File: src/rtl/pcr_pkg.sv
// Shared constants for the piecewise coordinate remap block.
// No dependencies; used by the top level and by its checker.
package pcr_pkg;

	// Field widths.
	localparam int COORD_W    = 24;
	localparam int MARGIN_W   = 23;
	localparam int COUNT_W    = 5;
	localparam int INDEX_W    = 4;
	localparam int CFG_IDX_W  = 2;
	localparam int CFG_DATA_W = 23;

	// Action codes of an input beat.
	localparam logic ACT_WRITE = 1'b0;
	localparam logic ACT_MAP   = 1'b1;

	// Configuration register indexes.
	localparam logic [CFG_IDX_W-1:0] CFG_REMAP_ENABLE    = 2'd0;
	localparam logic [CFG_IDX_W-1:0] CFG_PARTITION_COUNT = 2'd1;
	localparam logic [CFG_IDX_W-1:0] CFG_MARGIN_LEFT     = 2'd2;

endpackage

File: src/rtl/piecewise_coordinate_remap.sv
// Piecewise linear coordinate remap: with remapping on, y is remapped through a table of
// interval pairs and x has a left margin subtracted; with it off, both pass through. A write
// beat (action 0) loads one table entry in its accept cycle. A map beat with remapping on
// visits table entries in order (registered table read, then compare) and, when y is
// interpolated, goes on through one multiply, magnitude setup, a radix-4 restoring divide and
// a sign fixup. in_stall is high while a map beat is at work; one finished result can wait in
// the output register while the next beat is accepted. Table entries are undefined after
// reset and must be written before a walk reaches them; the user must write configuration
// only while the block is idle, as the block itself does not enforce it.
module piecewise_coordinate_remap #(
	parameter int MAX_PARTITIONS = 16
) (
	input  logic                                 clk,
	input  logic                                 arst_n,
	// Configuration write channel.
	input  logic                                 cfg_valid,
	output logic                                 cfg_ready,
	input  logic [pcr_pkg::CFG_IDX_W-1:0]        cfg_index,
	input  logic [pcr_pkg::CFG_DATA_W-1:0]       cfg_data,
	// Input channel.
	input  logic                                 in_valid,
	output logic                                 in_stall,
	input  logic                                 action,
	input  logic [pcr_pkg::INDEX_W-1:0]          entry_index,
	input  logic signed [pcr_pkg::COORD_W-1:0]   src_start,
	input  logic signed [pcr_pkg::COORD_W-1:0]   src_end,
	input  logic signed [pcr_pkg::COORD_W-1:0]   dst_start,
	input  logic signed [pcr_pkg::COORD_W-1:0]   dst_end,
	input  logic signed [pcr_pkg::COORD_W-1:0]   point_x,
	input  logic signed [pcr_pkg::COORD_W-1:0]   point_y,
	// Output channel.
	output logic                                 out_valid,
	input  logic                                 out_stall,
	output logic signed [pcr_pkg::COORD_W-1:0]   mapped_x,
	output logic signed [pcr_pkg::COORD_W-1:0]   mapped_y
);
	import pcr_pkg::*;

	localparam int AW        = (MAX_PARTITIONS > 1) ? $clog2(MAX_PARTITIONS) : 1;
	localparam int CW        = $clog2(MAX_PARTITIONS + 1);
	localparam int DIFF_W    = COORD_W + 1;
	localparam int DVD_W     = 2 * DIFF_W;
	localparam int DIV_STEPS = DVD_W / 2;
	localparam int STEP_W    = $clog2(DIV_STEPS);
	localparam int RES_W     = DVD_W + 2;

	typedef struct packed {
		logic [COORD_W-1:0] src_start;
		logic [COORD_W-1:0] src_end;
		logic [COORD_W-1:0] dst_start;
		logic [COORD_W-1:0] dst_end;
	} entry_t;

	typedef enum logic [2:0] {
		ST_IDLE,
		ST_LOAD,
		ST_CMP,
		ST_MUL,
		ST_ABS,
		ST_DIV,
		ST_QUO,
		ST_FIN
	} state_t;

	// Sign-extend a coordinate to the result width.
	function automatic logic signed [RES_W-1:0] sext_res(input logic signed [COORD_W-1:0] v);
		sext_res = {{(RES_W-COORD_W){v[COORD_W-1]}}, v};
	endfunction

	// Clamp a wide result to the signed coordinate range.
	function automatic logic signed [COORD_W-1:0] sat_coord(input logic signed [RES_W-1:0] v);
		logic [RES_W-COORD_W:0] top;
		top = v[RES_W-1:COORD_W-1];
		if ((&top) || (~|top)) begin
			sat_coord = v[COORD_W-1:0];
		end else if (v[RES_W-1]) begin
			sat_coord = {1'b1, {(COORD_W-1){1'b0}}};
		end else begin
			sat_coord = {1'b0, {(COORD_W-1){1'b1}}};
		end
	endfunction

	// Configuration registers.
	logic                remap_enable_q;
	logic [COUNT_W-1:0]  partition_count_q;
	logic [MARGIN_W-1:0] margin_left_q;

	// Table storage and its registered read port.
	entry_t interval_mem_q [MAX_PARTITIONS];
	entry_t ent_q;

	// Sequencer and datapath registers.
	state_t                     state_q;
	logic [CW-1:0]              limit_q;
	logic [CW-1:0]              walk_idx_q;
	logic signed [COORD_W-1:0]  y_q;
	logic signed [DIFF_W-1:0]   xr_q;
	logic signed [COORD_W-1:0]  prev_src_q;
	logic signed [COORD_W-1:0]  prev_dst_q;
	logic signed [DIFF_W-1:0]   op_a_q;
	logic signed [DIFF_W-1:0]   op_b_q;
	logic signed [DIFF_W-1:0]   den_q;
	logic signed [DVD_W-1:0]    prod_q;
	logic [DVD_W-1:0]           dvd_q;
	logic [DIFF_W-1:0]          dmag_q;
	logic [DIFF_W-1:0]          rem_q;
	logic                       neg_q;
	logic [STEP_W-1:0]          step_q;
	logic signed [RES_W-1:0]    res_q;
	logic                       out_valid_q;
	logic signed [COORD_W-1:0]  mapped_x_q;
	logic signed [COORD_W-1:0]  mapped_y_q;

	logic in_beat;
	logic wr_en;
	logic out_free;

	// Entry fields as signed values.
	logic signed [COORD_W-1:0] e_src_start;
	logic signed [COORD_W-1:0] e_src_end;
	logic signed [COORD_W-1:0] e_dst_start;
	logic signed [COORD_W-1:0] e_dst_end;
	logic signed [DIFF_W-1:0]  den_c;
	logic [CW-1:0]             limit_c;
	logic [CW-1:0]             walk_next;

	// Divide step: two restoring subtractions per cycle.
	logic [DIFF_W:0]   t1;
	logic [DIFF_W:0]   t2;
	logic [DIFF_W-1:0] r1;
	logic [DIFF_W-1:0] r2;
	logic              q1;
	logic              q2;

	assign cfg_ready = 1'b1;
	assign in_stall  = (state_q != ST_IDLE);
	assign in_beat   = in_valid && !in_stall;
	assign wr_en     = in_beat && (action == ACT_WRITE) && (int'(entry_index) < MAX_PARTITIONS);
	assign out_free  = !out_valid_q || !out_stall;
	assign out_valid = out_valid_q;
	assign mapped_x  = mapped_x_q;
	assign mapped_y  = mapped_y_q;

	assign e_src_start = $signed(ent_q.src_start);
	assign e_src_end   = $signed(ent_q.src_end);
	assign e_dst_start = $signed(ent_q.dst_start);
	assign e_dst_end   = $signed(ent_q.dst_end);
	assign den_c       = $signed({e_src_start[COORD_W-1], e_src_start})
	                   - $signed({prev_src_q[COORD_W-1], prev_src_q});
	assign walk_next   = walk_idx_q + CW'(1);

	// Number of entries walked, clamped to the table depth.
	always_comb begin
		if (int'(partition_count_q) > MAX_PARTITIONS) begin
			limit_c = CW'(MAX_PARTITIONS);
		end else begin
			limit_c = CW'(partition_count_q);
		end
	end

	always_comb begin
		t1 = {rem_q, dvd_q[DVD_W-1]};
		if (t1 >= {1'b0, dmag_q}) begin
			r1 = DIFF_W'(t1 - {1'b0, dmag_q});
			q1 = 1'b1;
		end else begin
			r1 = t1[DIFF_W-1:0];
			q1 = 1'b0;
		end
		t2 = {r1, dvd_q[DVD_W-2]};
		if (t2 >= {1'b0, dmag_q}) begin
			r2 = DIFF_W'(t2 - {1'b0, dmag_q});
			q2 = 1'b1;
		end else begin
			r2 = t2[DIFF_W-1:0];
			q2 = 1'b0;
		end
	end

	// Configuration writes.
	always_ff @(posedge clk or negedge arst_n) begin
		if (!arst_n) begin
			remap_enable_q    <= 1'b0;
			partition_count_q <= '0;
			margin_left_q     <= '0;
		end else if (cfg_valid && cfg_ready) begin
			case (cfg_index)
				CFG_REMAP_ENABLE: begin
					remap_enable_q <= cfg_data[0];
				end
				CFG_PARTITION_COUNT: begin
					partition_count_q <= cfg_data[COUNT_W-1:0];
				end
				CFG_MARGIN_LEFT: begin
					margin_left_q <= cfg_data[MARGIN_W-1:0];
				end
				default: begin
				end
			endcase
		end
	end

	// Table memory: written on a write beat, read one entry per walk step.
	always_ff @(posedge clk) begin
		if (wr_en) begin
			interval_mem_q[AW'(entry_index)] <= '{src_start: src_start, src_end: src_end,
				dst_start: dst_start, dst_end: dst_end};
		end
		if (state_q == ST_LOAD) begin
			ent_q <= interval_mem_q[walk_idx_q[AW-1:0]];
		end
	end

	// Sequencer with its datapath and the output register.
	always_ff @(posedge clk or negedge arst_n) begin
		if (!arst_n) begin
			state_q     <= ST_IDLE;
			out_valid_q <= 1'b0;
		end else begin
			if (out_valid_q && !out_stall && (state_q != ST_FIN)) begin
				out_valid_q <= 1'b0;
			end
			case (state_q)
				ST_IDLE: begin
					if (in_beat && (action == ACT_MAP)) begin
						y_q        <= point_y;
						res_q      <= sext_res(point_y);
						prev_src_q <= '0;
						prev_dst_q <= '0;
						walk_idx_q <= '0;
						limit_q    <= limit_c;
						if (remap_enable_q) begin
							xr_q <= $signed({point_x[COORD_W-1], point_x})
							      - $signed({2'b00, margin_left_q});
							state_q <= (limit_c == '0) ? ST_FIN : ST_LOAD;
						end else begin
							xr_q    <= $signed({point_x[COORD_W-1], point_x});
							state_q <= ST_FIN;
						end
					end
				end
				ST_LOAD: begin
					state_q <= ST_CMP;
				end
				ST_CMP: begin
					if (y_q <= e_src_start) begin
						if (den_c == '0) begin
							res_q   <= sext_res(e_dst_start);
							state_q <= ST_FIN;
						end else begin
							op_a_q  <= $signed({y_q[COORD_W-1], y_q})
							         - $signed({prev_src_q[COORD_W-1], prev_src_q});
							op_b_q  <= $signed({e_dst_start[COORD_W-1], e_dst_start})
							         - $signed({prev_dst_q[COORD_W-1], prev_dst_q});
							den_q   <= den_c;
							state_q <= ST_MUL;
						end
					end else if (y_q <= e_src_end) begin
						res_q   <= sext_res(y_q) - sext_res(e_src_start) + sext_res(e_dst_start);
						state_q <= ST_FIN;
					end else begin
						prev_src_q <= e_src_end;
						prev_dst_q <= e_dst_end;
						walk_idx_q <= walk_next;
						state_q    <= (walk_next == limit_q) ? ST_FIN : ST_LOAD;
					end
				end
				ST_MUL: begin
					prod_q  <= op_a_q * op_b_q;
					state_q <= ST_ABS;
				end
				ST_ABS: begin
					// Divide magnitudes; the quotient sign is applied afterwards.
					dvd_q   <= prod_q[DVD_W-1] ? DVD_W'(-prod_q) : DVD_W'(prod_q);
					dmag_q  <= den_q[DIFF_W-1] ? DIFF_W'(-den_q) : DIFF_W'(den_q);
					neg_q   <= prod_q[DVD_W-1] ^ den_q[DIFF_W-1];
					rem_q   <= '0;
					step_q  <= STEP_W'(DIV_STEPS - 1);
					state_q <= ST_DIV;
				end
				ST_DIV: begin
					rem_q <= r2;
					dvd_q <= {dvd_q[DVD_W-3:0], q1, q2};
					if (step_q == '0) begin
						state_q <= ST_QUO;
					end else begin
						step_q <= step_q - STEP_W'(1);
					end
				end
				ST_QUO: begin
					if (neg_q) begin
						res_q <= sext_res(prev_dst_q) - $signed({2'b00, dvd_q});
					end else begin
						res_q <= sext_res(prev_dst_q) + $signed({2'b00, dvd_q});
					end
					state_q <= ST_FIN;
				end
				ST_FIN: begin
					if (out_free) begin
						mapped_x_q  <= sat_coord(RES_W'(xr_q));
						mapped_y_q  <= sat_coord(res_q);
						out_valid_q <= 1'b1;
						state_q     <= ST_IDLE;
					end
				end
				default: begin
					state_q <= ST_IDLE;
				end
			endcase
		end
	end

endmodule

File: config.mk
export PLATFORM = sky130hd
export DESIGN_NAME = piecewise_coordinate_remap
export DESIGN_NICKNAME = d
export VERILOG_FILES = /design/src/rtl/pcr_pkg.sv /design/src/rtl/piecewise_coordinate_remap.sv
export SDC_FILE = /design/constraint.sdc
export NUM_CORES = 2
export LEC_CHECK = 0
export BUFFER_PORTS_ARGS = -buffer_cell sky130_fd_sc_hd__buf_2
export CORE_ASPECT_RATIO = 0.8
export CORE_MARGIN = 8
export CORE_UTILIZATION = 35
export CTS_CLUSTER_DIAMETER = 80
export CTS_CLUSTER_SIZE = 14
export DETAILED_ROUTE_END_ITERATION = 10
export GPL_TIMING_DRIVEN = 1
export SLEW_MARGIN = 10
export SYNTH_ARGS = -nofsm -noshare
export SYNTH_HDL_FRONTEND = slang
export SYNTH_SLANG_ARGS = --single-unit
File: constraint.sdc
create_clock -name clk -period 9.71 [get_ports clk]
set_input_delay 0 -clock clk [delete_from_list [all_inputs] [get_ports clk]]
set_output_delay 0 -clock clk [all_outputs]
set_load 0.1 [all_outputs]
==> metrics.cfg <==
[sta]
tns_ns=0
hold_viol=0
slew_headroom=0.0723
rsz0062_at_grt=no
worst_pin_slew_ns=1.39
max_freq_mhz=116
finalClockSkew_ns=0.111
finalCritPeriodShare=0.887
setup_viol=0
slew_viol_final=0
timing.final.crit_period_ns=8.61

[clocking]
cts.path.max_buffers=4
cts_root_buf=clkbuf_16
numCtsBuffers=184
tritoncts=yes
clkLatencyLatePin_ns=0.88
clkSinkCount=2103
cts.clk_slew.worst_paths_ns=0.07
post_cts_resized=0
h-tree-depth=4
hold_buffers=264
post_cts_buffers=0

[worst_setup_path]
start_kind=flip-flop
critPathArrivalTime_ns=9.16
reg2regPathDepth=23
end_kind=flip-flop
r2r_setup_slack_ns=1.10
worstPathMaxFanout=25
crit_type=reg -> reg
required_ns=10.25

[route]
vias=69400
first_iter_violations=6394
antenna_left=0
viasPerCell=5.34
wl_per_cell_um=24.7
route.detailed.drc=0
drt_pre_antenna_iters=6
drt_wl_total_um=322000

[placed_design]
gp_congestion=0.939
hpwl_um=212000
dpl_cell_area_um2=123000
port_buffers=228
dp_cells=12500

[synthesis]
synth_xor_area_frac=0.0275
synth_edf_count=2070
ys_seq_area_frac=0.542
netlist_instances=8087
synth_compound_gate_area_share=0.0565
avgSynthCellArea_um2=14.4
ys_async_sr_fraction=0.0157
synthAdderAreaFrac=0.164
yosysWarnings=0
synth_fp_nets=9373
synth-simple-area-share=0.0674
synth_top_family_by_area=adder cells
synth-seq-cells=2103
synthMuxAreaShare=0.101
synth_area_um2=116000
ys_types=85
synth_ff_type=edfxtp_1

[layout]
syn2layout_area_growth_pct=12.4
multi_input_area_um2=48600
fill_cells=30400
final_layout_size_suffix_gt1_frac=0.133
final_area_um2=131000
seqCellArea_um2=63000
nets=9819
stdcell_count=13000
final_core_util=0.395

[flow_run]
cap_violations=0

[global_route]
grt_usage=0.179
gr-total-overflow=0
grt_pass1_wl_um=477000
grt_max_degree=134
grt_pass1_vias=71800
grt_antenna_before_repair=56

[worst_hold_path]
holdPathStages=2
hold_class=in -> reg

[die]
die_area_um2=351000
fp.dieW_um=661
ioPinCount=230
initial_core_util=0.351
row_count=189
coreArea_um2=331000
die_h_um=532

[run_status]
status=finished, final reports clean

## critical path, cell delays in order, from the launching register on
cell,delay [ns]
edfxtp_1,1.07
and2_1,0.28
fa_1,0.46
fa_1,0.56
inv_1,0.06
fa_1,0.53
inv_1,0.06
fa_1,0.46
ha_1,0.30
fa_1,0.50
inv_1,0.06
fa_1,0.49
inv_1,0.05
ha_1,0.31
and4_1,0.23
a221oi_1,0.78
o221ai_1,0.43
a41o_1,0.39
a41o_1,0.28
a31oi_1,0.33
o21bai_1,0.14
a21oi_1,0.27
o21bai_1,0.11
xor2_1,0.15
## registers in the layout, indices dropped and copies added (netlist names), 25 cells and up
| signal | flops |
|---|---|
| den_q | 25 |
| dmag_q | 25 |
| dvd_q | 50 |
| interval_mem_q | 1536 |
| op_a_q | 25 |
| op_b_q | 25 |
| prod_q | 50 |
| rem_q | 25 |
| res_q | 52 |
| xr_q | 25 |
## final cells by class
class                           count  area share
Antenna cell                       25    0.000478
Clock buffer                      192      0.0358
Clock inverter                     36     0.00377
Inverter                          984      0.0282
Multi-Input combinational cell   4680       0.372
Sequential cell                  2103       0.482
Tap cell                         4393      0.0420
Timing Repair Buffer              580      0.0362
## logic make-up (layout without fill, tap and decap cells)
kind of cell,count (synthesis),count (layout)
other,1,26
adder cells (fa/ha/maj),1107,1107
AO/OA/AOI/OAI,1037,1037
buffers and inverters,1304,1792
multiplexers,570,570
XOR/XNOR,365,365
AND/OR/NAND/NOR,1600,1600
flip-flops,2103,2103
## cells in the mapped netlist (all sizes together) (45+ instances only)
cell type / count / area (µm²)
inv: 982 / 3690
nor2: 310 / 1160
clkbuf: 275 / 1030
edfxtp: 2070 / 62200
xor2: 121 / 1060
nand2: 544 / 2040
nand2b: 45 / 282
ha: 418 / 5230
a21o: 147 / 1100
buf: 45 / 176
and2: 309 / 1930
and3: 50 / 313
nand3: 60 / 300
nor3: 61 / 305
o21a: 47 / 353
mux4: 480 / 10800
fa: 689 / 13800
o21ai: 272 / 1360
a21oi: 294 / 1470
xnor2: 244 / 2140
nand4: 46 / 288
nor2b: 51 / 319
mux2: 56 / 631
## per-layer routing
layer / global-route usage / routed length, µm / vias up
met4: 0.0537 / 10900 / 20
met3: 0.0314 / 23000 / 530
li1: - / - / 30000
met5: 0 / 142 / -
met2: 0.290 / 151000 / 2464
met1: 0.247 / 137000 / 36400
## through the flow
| step | hold slack [ns] | setup slack [ns] |
|---|---|---|
| floorplan | -0.296 | 1.33 |
| global placement | 0.0925 | 1.35 |
| detailed placement | 0.108 | 1.24 |
| CTS | 0.00340 | 1.18 |
| global route | 0.0370 | 0.750 |
| finish | 0.0642 | 1.10 |
## layout by cell type, fill, tap and decap left out, types with 50 or more instances in the layout
cell	n
nor3_1	55
and3_1	50
xor2_1	121
clkbuf_16	186
inv_1	981
buf_2	228
edfxtp_1	2070
nand2_1	544
mux4_2	480
a21oi_1	292
fa_1	689
xnor2_1	244
dlygate4sd3_1	264
a21o_1	147
o21ai_0	264
buf_4	65
mux2_2	56
ha_1	418
and2_1	309
nor2b_1	50
nand3_1	60
nor2_1	294
## final timing paths
| check | startpoint | to |
|---|---|---|
| worst max-delay path | op_b_q[2]$_DFFE_PP_ | prod_q[43]$_DFFE_PP_ |
| worst min-delay path | src_start[16] | interval_mem_q[9][88]$_DFFE_PP_ |
| worst max register to register | op_b_q[2]$_DFFE_PP_ | prod_q[43]$_DFFE_PP_ |
| worst min register to register | margin_left_q[6]$_DFFE_PN0P_ | margin_left_q[6]$_DFFE_PN0P_ |
| max in group asynchronous | arst_n | state_q[2]$_DFFE_PN0P_ |
| min in group asynchronous | arst_n | margin_left_q[20]$_DFFE_PN0P_ |
Power is left out: the tool's default activity adds up to more than one toggle a clock period on the data nets, which glitch-free logic cannot reach.
